==> config.mk <==
export PLATFORM = sky130hd
export DESIGN_NAME = sliding_window_sender
export DESIGN_NICKNAME = d
export VERILOG_FILES = /design/src/swsnd_pkg.sv /design/src/swsnd_core.sv /design/src/sliding_window_sender.sv
export SDC_FILE = /design/constraint.sdc
export NUM_CORES = 1
export LEC_CHECK = 0
export BUFFER_PORTS_ARGS = -buffer_cell sky130_fd_sc_hd__buf_2
export CAP_MARGIN = 25
export CELL_PAD_IN_SITES_DETAIL_PLACEMENT = 0
export CELL_PAD_IN_SITES_GLOBAL_PLACEMENT = 2
export CORE_MARGIN = 5
export CORE_UTILIZATION = 39
export DETAILED_ROUTE_END_ITERATION = 10
export PLACE_DENSITY_LB_ADDON = 0.08
export SLEW_MARGIN = 40
export SYNTH_ARGS = -nofsm -noshare
export SYNTH_HDL_FRONTEND = slang
export SYNTH_SLANG_ARGS = --single-unit
==> constraint.sdc <==
create_clock -name clk -period 8.4 [get_ports clk]
set_input_delay 0 -clock clk [delete_from_list [all_inputs] [get_ports clk]]
set_output_delay 0 -clock clk [all_outputs]
set_load 0.05 [all_outputs]
==> src/swsnd_pkg.sv <==
`timescale 1ns / 1ps
package swsnd_pkg;

  // Store and field sizes
  localparam int BUFFER_SLOTS = 8;   // power of two: slot index is the low sequence bits
  localparam int SEQ_BITS     = 16;
  localparam int PAYLOAD_BITS = 32;
  localparam int SLOT_BITS    = $clog2(BUFFER_SLOTS);
  localparam int WIN_BITS     = 4;
  localparam int SLOTS_BITS   = $clog2(BUFFER_SLOTS + 1);
  localparam int CMP_BITS     = (SEQ_BITS > SLOTS_BITS) ? SEQ_BITS : SLOTS_BITS;
  localparam int DUP_BITS     = 3;

  localparam logic [WIN_BITS-1:0] WINDOW_RESET = WIN_BITS'(4);
  localparam logic [DUP_BITS-1:0] DUP_TRIGGER  = DUP_BITS'(4);
  localparam logic [DUP_BITS-1:0] DUP_MAX      = DUP_BITS'(7);

  // Input transaction kinds
  localparam logic [1:0] OP_SEND  = 2'd0;
  localparam logic [1:0] OP_ACK   = 2'd1;
  localparam logic [1:0] OP_TIMER = 2'd2;

  // Timer commands
  localparam logic [1:0] TMR_NONE    = 2'd0;
  localparam logic [1:0] TMR_START   = 2'd1;
  localparam logic [1:0] TMR_RESTART = 2'd2;
  localparam logic [1:0] TMR_STOP    = 2'd3;

  typedef struct packed {
    logic [1:0]              opcode;
    logic [PAYLOAD_BITS-1:0] payload;
    logic [SEQ_BITS-1:0]     ack_number;
    logic                    ack_intact;
    logic [SEQ_BITS-1:0]     timer_tag;
  } in_item_t;

  typedef struct packed {
    logic                    accepted;
    logic                    send_valid;
    logic                    is_retransmit;
    logic [SEQ_BITS-1:0]     send_seq;
    logic [PAYLOAD_BITS-1:0] send_payload;
    logic [1:0]              timer_action;
    logic [SEQ_BITS-1:0]     timer_seq;
    logic                    window_full;
  } out_item_t;

  typedef struct packed {
    logic empty;    // nothing in flight
    logic waiting;  // window filled and not yet drained
  } win_status_t;

endpackage

==> src/swsnd_core.sv <==
`timescale 1ns / 1ps
module swsnd_core import swsnd_pkg::*; (
  input  logic                clk,
  input  logic                rst_n,
  input  logic                step_en,
  input  in_item_t            item,
  input  logic [WIN_BITS-1:0] window_size,
  output out_item_t           result,
  output win_status_t         status
);

  logic [SEQ_BITS-1:0]     base_r, base_nxt;
  logic [SEQ_BITS-1:0]     next_r, next_nxt;
  logic [SEQ_BITS-1:0]     last_ack_r, last_ack_nxt;
  logic [DUP_BITS-1:0]     dup_r, dup_nxt;
  logic                    wait_r, wait_nxt;
  logic [PAYLOAD_BITS-1:0] store_r [BUFFER_SLOTS];

  logic [SEQ_BITS-1:0]     in_flight;
  logic [SEQ_BITS-1:0]     ack_off;
  logic [SEQ_BITS-1:0]     next_inc;
  logic [SEQ_BITS-1:0]     ack_inc;
  logic [CMP_BITS-1:0]     eff_win;
  logic [PAYLOAD_BITS-1:0] base_payload;
  logic                    store_we;

  assign in_flight    = next_r - base_r;
  assign ack_off      = item.ack_number - base_r;
  assign next_inc     = next_r + SEQ_BITS'(1);
  assign ack_inc      = item.ack_number + SEQ_BITS'(1);
  assign base_payload = store_r[base_r[SLOT_BITS-1:0]];

  // Clamp the window setting to one..slot count
  always_comb begin
    eff_win = CMP_BITS'(window_size);
    if (window_size == '0) begin
      eff_win = CMP_BITS'(1);
    end else if (CMP_BITS'(window_size) > CMP_BITS'(BUFFER_SLOTS)) begin
      eff_win = CMP_BITS'(BUFFER_SLOTS);
    end
  end

  // Work out one transaction
  always_comb begin
    base_nxt     = base_r;
    next_nxt     = next_r;
    last_ack_nxt = last_ack_r;
    dup_nxt      = dup_r;
    wait_nxt     = wait_r;
    store_we     = 1'b0;
    result       = '0;
    case (item.opcode)
      OP_SEND: begin
        if (CMP_BITS'(in_flight) < eff_win) begin
          store_we          = 1'b1;
          result.accepted   = 1'b1;
          result.send_valid = 1'b1;
          result.send_seq   = next_r;
          result.send_payload = item.payload;
          if (base_r == next_r) begin
            result.timer_action = TMR_START;
            result.timer_seq    = base_r;
          end
          next_nxt = next_inc;
          if (CMP_BITS'(SEQ_BITS'(next_inc - base_r)) == eff_win) begin
            wait_nxt = 1'b1;
          end
        end
      end
      OP_ACK: begin
        // Count receipts of the same acknowledgment, fast retransmit on the fourth (third repeat)
        if (item.ack_number == last_ack_r) begin
          if (dup_r < DUP_MAX) begin
            dup_nxt = dup_r + DUP_BITS'(1);
          end
          if (dup_nxt == DUP_TRIGGER) begin
            result.timer_action = TMR_RESTART;
            result.timer_seq    = ack_inc;
            if (in_flight != '0) begin
              result.send_valid    = 1'b1;
              result.is_retransmit = 1'b1;
              result.send_seq      = base_r;
              result.send_payload  = base_payload;
            end
          end
        end else begin
          last_ack_nxt = item.ack_number;
          dup_nxt      = DUP_BITS'(1);
        end
        // Advance the base on a good acknowledgment inside the window
        if (item.ack_intact && (ack_off < in_flight)) begin
          base_nxt = ack_inc;
          if (ack_inc == next_r) begin
            result.timer_action = TMR_STOP;
            result.timer_seq    = base_r;
            wait_nxt            = 1'b0;
          end else begin
            result.timer_action = TMR_RESTART;
            result.timer_seq    = ack_inc;
          end
        end
      end
      OP_TIMER: begin
        result.timer_action = TMR_RESTART;
        result.timer_seq    = item.timer_tag;
        if (in_flight != '0) begin
          result.send_valid    = 1'b1;
          result.is_retransmit = 1'b1;
          result.send_seq      = base_r;
          result.send_payload  = base_payload;
        end
      end
      default: begin
      end
    endcase
    result.window_full = wait_nxt;
  end

  assign status.empty   = (in_flight == '0);
  assign status.waiting = wait_r;

  // Hold window state
  always_ff @(posedge clk) begin
    if (!rst_n) begin
      base_r     <= '0;
      next_r     <= '0;
      last_ack_r <= '1;
      dup_r      <= '0;
      wait_r     <= 1'b0;
    end else if (step_en) begin
      base_r     <= base_nxt;
      next_r     <= next_nxt;
      last_ack_r <= last_ack_nxt;
      dup_r      <= dup_nxt;
      wait_r     <= wait_nxt;
    end
  end

  // Keep sent payloads for resends
  always_ff @(posedge clk) begin
    if (step_en && store_we) begin
      store_r[next_r[SLOT_BITS-1:0]] <= item.payload;
    end
  end

endmodule

==> src/sliding_window_sender.sv <==
`timescale 1ns / 1ps
// Sender window for a reliable link: each input transaction is a send request,
// an acknowledgment or a timer expiry, and produces exactly one result
// transaction (send/resend, timer command, window-full flag). The block takes
// one transaction per cycle unless the output side stalls; each one passes an
// input register and an output register, and is worked out into the output
// register once that is free. A result held by a stalled output side holds
// the one waiting input transaction and drops in_ready. The user must write
// the window setting (cfg_wdata, one to eight slots, clamped) with cfg_we
// only while no transaction is in the block; the block itself does not
// enforce this.
module sliding_window_sender import swsnd_pkg::*; (
  input  logic                clk,
  input  logic                rst_n,
  input  logic                in_valid,
  output logic                in_ready,
  input  in_item_t            in_data,
  output logic                out_valid,
  input  logic                out_ready,
  output out_item_t           out_data,
  input  logic                cfg_we,
  input  logic [WIN_BITS-1:0] cfg_wdata
);

  logic                in_valid_r;
  in_item_t            in_item_r;
  logic                out_valid_r;
  out_item_t           out_item_r;
  logic [WIN_BITS-1:0] win_r;
  logic                out_free;
  logic                step_en;
  out_item_t           step_result;
  win_status_t         win_status;

  assign out_free  = !out_valid_r || out_ready;
  assign step_en   = in_valid_r && out_free;
  assign in_ready  = !in_valid_r || step_en;
  assign out_valid = out_valid_r;
  assign out_data  = out_item_r;

  // Hold the window setting
  always_ff @(posedge clk) begin
    if (!rst_n) begin
      win_r <= WINDOW_RESET;
    end else if (cfg_we) begin
      win_r <= cfg_wdata;
    end
  end

  // Capture the incoming transaction
  always_ff @(posedge clk) begin
    if (!rst_n) begin
      in_valid_r <= 1'b0;
    end else if (in_ready) begin
      in_valid_r <= in_valid;
    end
  end

  always_ff @(posedge clk) begin
    if (in_valid && in_ready) begin
      in_item_r <= in_data;
    end
  end

  swsnd_core u_core (
    .clk         (clk),
    .rst_n       (rst_n),
    .step_en     (step_en),
    .item        (in_item_r),
    .window_size (win_r),
    .result      (step_result),
    .status      (win_status)
  );

  // Register the result until it is taken
  always_ff @(posedge clk) begin
    if (!rst_n) begin
      out_valid_r <= 1'b0;
    end else if (out_free) begin
      out_valid_r <= step_en;
    end
  end

  always_ff @(posedge clk) begin
    if (step_en) begin
      out_item_r <= step_result;
    end
  end

  // A waiting window always has packets in flight
  a_wait_not_empty: assert property (@(posedge clk) disable iff (!rst_n)
    win_status.waiting |-> !win_status.empty)
    else $error("window waiting with nothing in flight");

  // A held input transaction is not dropped while the output side stalls
  a_hold_input: assert property (@(posedge clk) disable iff (!rst_n)
    in_valid_r && !out_free |=> in_valid_r)
    else $error("input transaction lost during stall");

  // A resend is never reported together with a newly accepted packet
  a_resend_kind: assert property (@(posedge clk) disable iff (!rst_n)
    out_valid_r && out_item_r.is_retransmit |-> out_item_r.send_valid && !out_item_r.accepted)
    else $error("malformed resend result");

  // An accepted send request always transmits its packet fresh
  a_accept_sends: assert property (@(posedge clk) disable iff (!rst_n)
    step_en && step_result.accepted |-> step_result.send_valid && !step_result.is_retransmit)
    else $error("accepted request without a send");

endmodule
==> results.py <==
metrics = {
    "status": {
        "outcome": "complete, no violations",
    },
    "route": {
        "drc": 0,
        "routedWlPerCell_um": 24.75,
        "antenna_left": 0,
        "via_count": 14030,
        "firstDrtPassIters": 5,
        "totalWireLength_um": 62370,
        "via_per_inst": 5.567,
        "drt_iter0_drc": 1080,
    },
    "logic_synthesis": {
        "synthArstFlopShare": 0,
        "synth_area_leaders": "edfxtp_1, mux4_2, dfxtp_1",
        "yosys_register_bits": 454,
        "syn-cell-area_um2": 21550,
        "synth_edf_count": 393,
        "ys.warnings.count": 0,
        "yosysTopAreaCell": "edfxtp_1",
        "yosysSeqAreaShare": 0.6042,
        "syn-instance-count": 1565,
        "syn_avg_cell_area_um2": 13.77,
        "synth_flop_cell": "edfxtp_1",
        "syn_nets": 1714,
        "synth_top_area_share": 0.5476,
        "yosysUniqueCellTypes": 82,
    },
    "worst_setup_path": {
        "worstPathRequired_ns": 8.88,
        "crit_fanout": 14,
        "critPathLaunchType": "flip-flop",
        "worstReg2RegStart": "u_core.next_r[1]$_SDFFE_PN0P_",
        "ff2ff_path_depth": 18,
        "crit_type": "reg2reg",
        "r2r_end": "out_data[0]$_DFFE_PP_",
        "critPathLaunch": "u_core.next_r[1]$_SDFFE_PN0P_",
        "r2r_slack_ns": 2.55,
        "worstPathArrival_ns": 6.33,
        "crit_path_end_kind": "flip-flop",
    },
    "global_route": {
        "grt_pass1_vias": 14320,
        "grt_start_max_net_pins": 65,
        "overflow": 0,
        "antenna_found_initial": 1,
        "grt_pass1_wl_um": 92700,
        "track_usage": 0.2042,
    },
    "layout": {
        "antennaDiodeCount": 0,
        "design_area_um2": 25510,
        "drive_gt1_frac": 0.1944,
        "area_growth_pct": 18.38,
        "nets": 1926,
        "mostFrequentLayoutCell": "edfxtp_1",
        "layout_common_cells": "edfxtp_1, buf_2, nand2_1",
    },
    "placement": {
        "place_hpwl_um": 40630,
        "routabilityCongestion": 0.8803,
        "place_area_um2": 23050,
        "port_buffers": 147,
        "dpl_worst_slack_ns": 2.555,
    },
    "sta": {
        "fin_ws_ns": 2.547,
        "maxSlewViolCount": 0,
        "max_freq_ghz": 0.1708,
        "fin_crit_ns": 5.853,
        "fin_skew_ns": 0.01807,
        "setup_viol": 0,
        "period_share": 0.6968,
        "fin_tns_setup_ns": 0,
        "rsz0062_at_grt": "no",
        "slew_headroom": 0.4564,
        "report.final.hold_viol_count": 0,
        "tightest_slew_ns": 0.8153,
    },
    "cts": {
        "clock-sinks": 454,
        "path_clk_slew_ns": 0.06,
        "numCtsBuffers": 49,
        "clk_path_buf_depth": 3,
        "cts_max_level": 2,
        "cts_tree": "yes",
        "clk_latency_ns": 0.60,
        "root_buffer": "clkbuf_16",
    },
    "power_and_ir_drop": {
        "clkPwrFrac": 0.405,
        "power_density_nw_per_um2": 212.3,
        "combPwrFrac": 0.121,
        "total_power_w": 0.005416,
        "p_int_w": 0.004008,
        "peakVddDrop_v": 0.0001457,
        "power_switching_w": 0.001409,
        "power.leakage_nw": 8.930,
        "p_seq_frac": 0.475,
        "p_sw_frac": 0.2601,
    },
    "hold_path": {
        "hp-start": "in_data[20]",
        "holdCritPathClass": "in2reg",
        "whs_endpoint": "in_item_r[20]$_DFFE_PP_",
        "whs_path_depth": 2,
    },
    "die": {
        "ioPinCount": 148,
        "num_rows": 86,
        "core_area_um2": 54880,
        "dieHeight_um": 245.1,
        "start_util": 0.3927,
        "die-area_um2": 60060,
        "dieWidth_um": 245.1,
    },
    "job": {
        "maxCapViolCount": 0,
    },
}
[final cells by class]
type,count,area (um^2)
Clock buffer,57,1256
Fill cell,4882,29360
Multi-Input combinational cell,959,7988
Tap cell,704,880.8
Sequential cell,454,13030
Clock inverter,33,371.6
Timing Repair Buffer,256,1774
Inverter,57,214.0
[power groups by stage]
stage | Clock [W] | Combinational [W] | Sequential (W)
after floorplan | 0 | 0.000362 | 0.00266
after detailed placement | 0 | 0.000617 | 0.00262
after CTS | 0.00225 | 0.000651 | 0.00257
final | 0.00219 | 0.000654 | 0.00257
after global placement | 0 | 0.000614 | 0.00262
after global routing | 0.00235 | 0.000703 | 0.00258
[how the worst max path moves through the flow]
stage | depth (start not counted) | slack [ns] | endpoint
after global routing | 18 | 2.09 | out_data[0]$_DFFE_PP_
after detailed placement | 14 | 2.56 | out_data[68]$_DFFE_PP_
after global placement | 21 | 2.59 | out_data[2]$_DFFE_PP_
after floorplan | 7 | 0.17 | u_core.store_r[6][0]$_DFFE_PP_
final | 18 | 2.55 | out_data[0]$_DFFE_PP_
after CTS | 18 | 2.52 | out_data[0]$_DFFE_PP_
[synthesized netlist by cell type (32+ instances only)]
library cell	count
edfxtp_1	393
nand2_1	92
nor2_1	76
ha_1	70
clkbuf_1	67
mux4_2	64
dfxtp_1	61
mux2i_1	59
inv_1	56
a21oi_1	54
xor2_1	44
nor3_1	37
xnor2_1	36
o2bb2ai_1	32
[routing by layer]
layer,up-vias,GRT usage,routed length [um]
li1,6525,-,-
met5,-,0,0
met3,90,0.02711,2754
met4,0,0.05908,1646
met1,7045,0.2716,27000
met2,368,0.3524,30970
[state kept, by name (all words and copies together) (netlist names), named ones only]
signal             flops
win_r                  4
out_data              70
in_item_r             67
u_core.store_r       256
out_valid              1
u_core.wait_r          1
u_core.last_ack_r     16
u_core.base_r         16
u_core.dup_r           3
u_core.next_r         16
in_valid_r             1
[through the flow]
| step | cells | utilization | hold WS (ns) |
|---|---|---|---|
| finish | 2520 | 0.4649 | 0.1024 |
| global route | 2520 | 0.4649 | 0.08216 |
| CTS | 2519 | 0.4643 | 0.05937 |
| detailed placement | 2349 | 0.4200 | 0.1781 |
| global placement | 2348 | 0.4196 | 0.1765 |
| floorplan | 1565 | - | 0.09887 |
[cells by family (layout without fill, tap and decap cells)]
| family | after synthesis | in the layout | synth area share |
|---|---|---|---|
| AO/OA/AOI/OAI | 302 | 302 | 0.1017 |
| XOR/XNOR | 83 | 83 | 0.03576 |
| adder cells (fa/ha/maj) | 73 | 73 | 0.04343 |
| buffers and inverters | 152 | 403 | 0.02932 |
| flip-flops | 454 | 454 | 0.6042 |
| multiplexers | 124 | 124 | 0.09480 |
| AND/OR/NAND/NOR | 377 | 377 | 0.09074 |
[worst max-delay path, cell delays in order (launching register included)]
cell,delay [ns]
dfxtp_1,0.74
ha_1,0.37
and3_1,0.25
and3_1,0.29
nand2_1,0.09
nor2_1,0.28
and3_1,0.30
nand3_1,0.14
xnor2_1,0.19
ha_1,0.38
nor2b_1,0.09
a2111oi_0,0.56
o21ai_1,0.13
or4_1,0.53
or4_1,0.41
or4_1,0.42
nor4_1,0.25
and3_1,0.21
a21o_1,0.09
[what timing repair did]
item	CTS	global route
resized for setup	0	0
hold endpoints to repair	116	0
setup buffers	0	0
hold buffers	80	0
(Power assumes the default switching activity.)
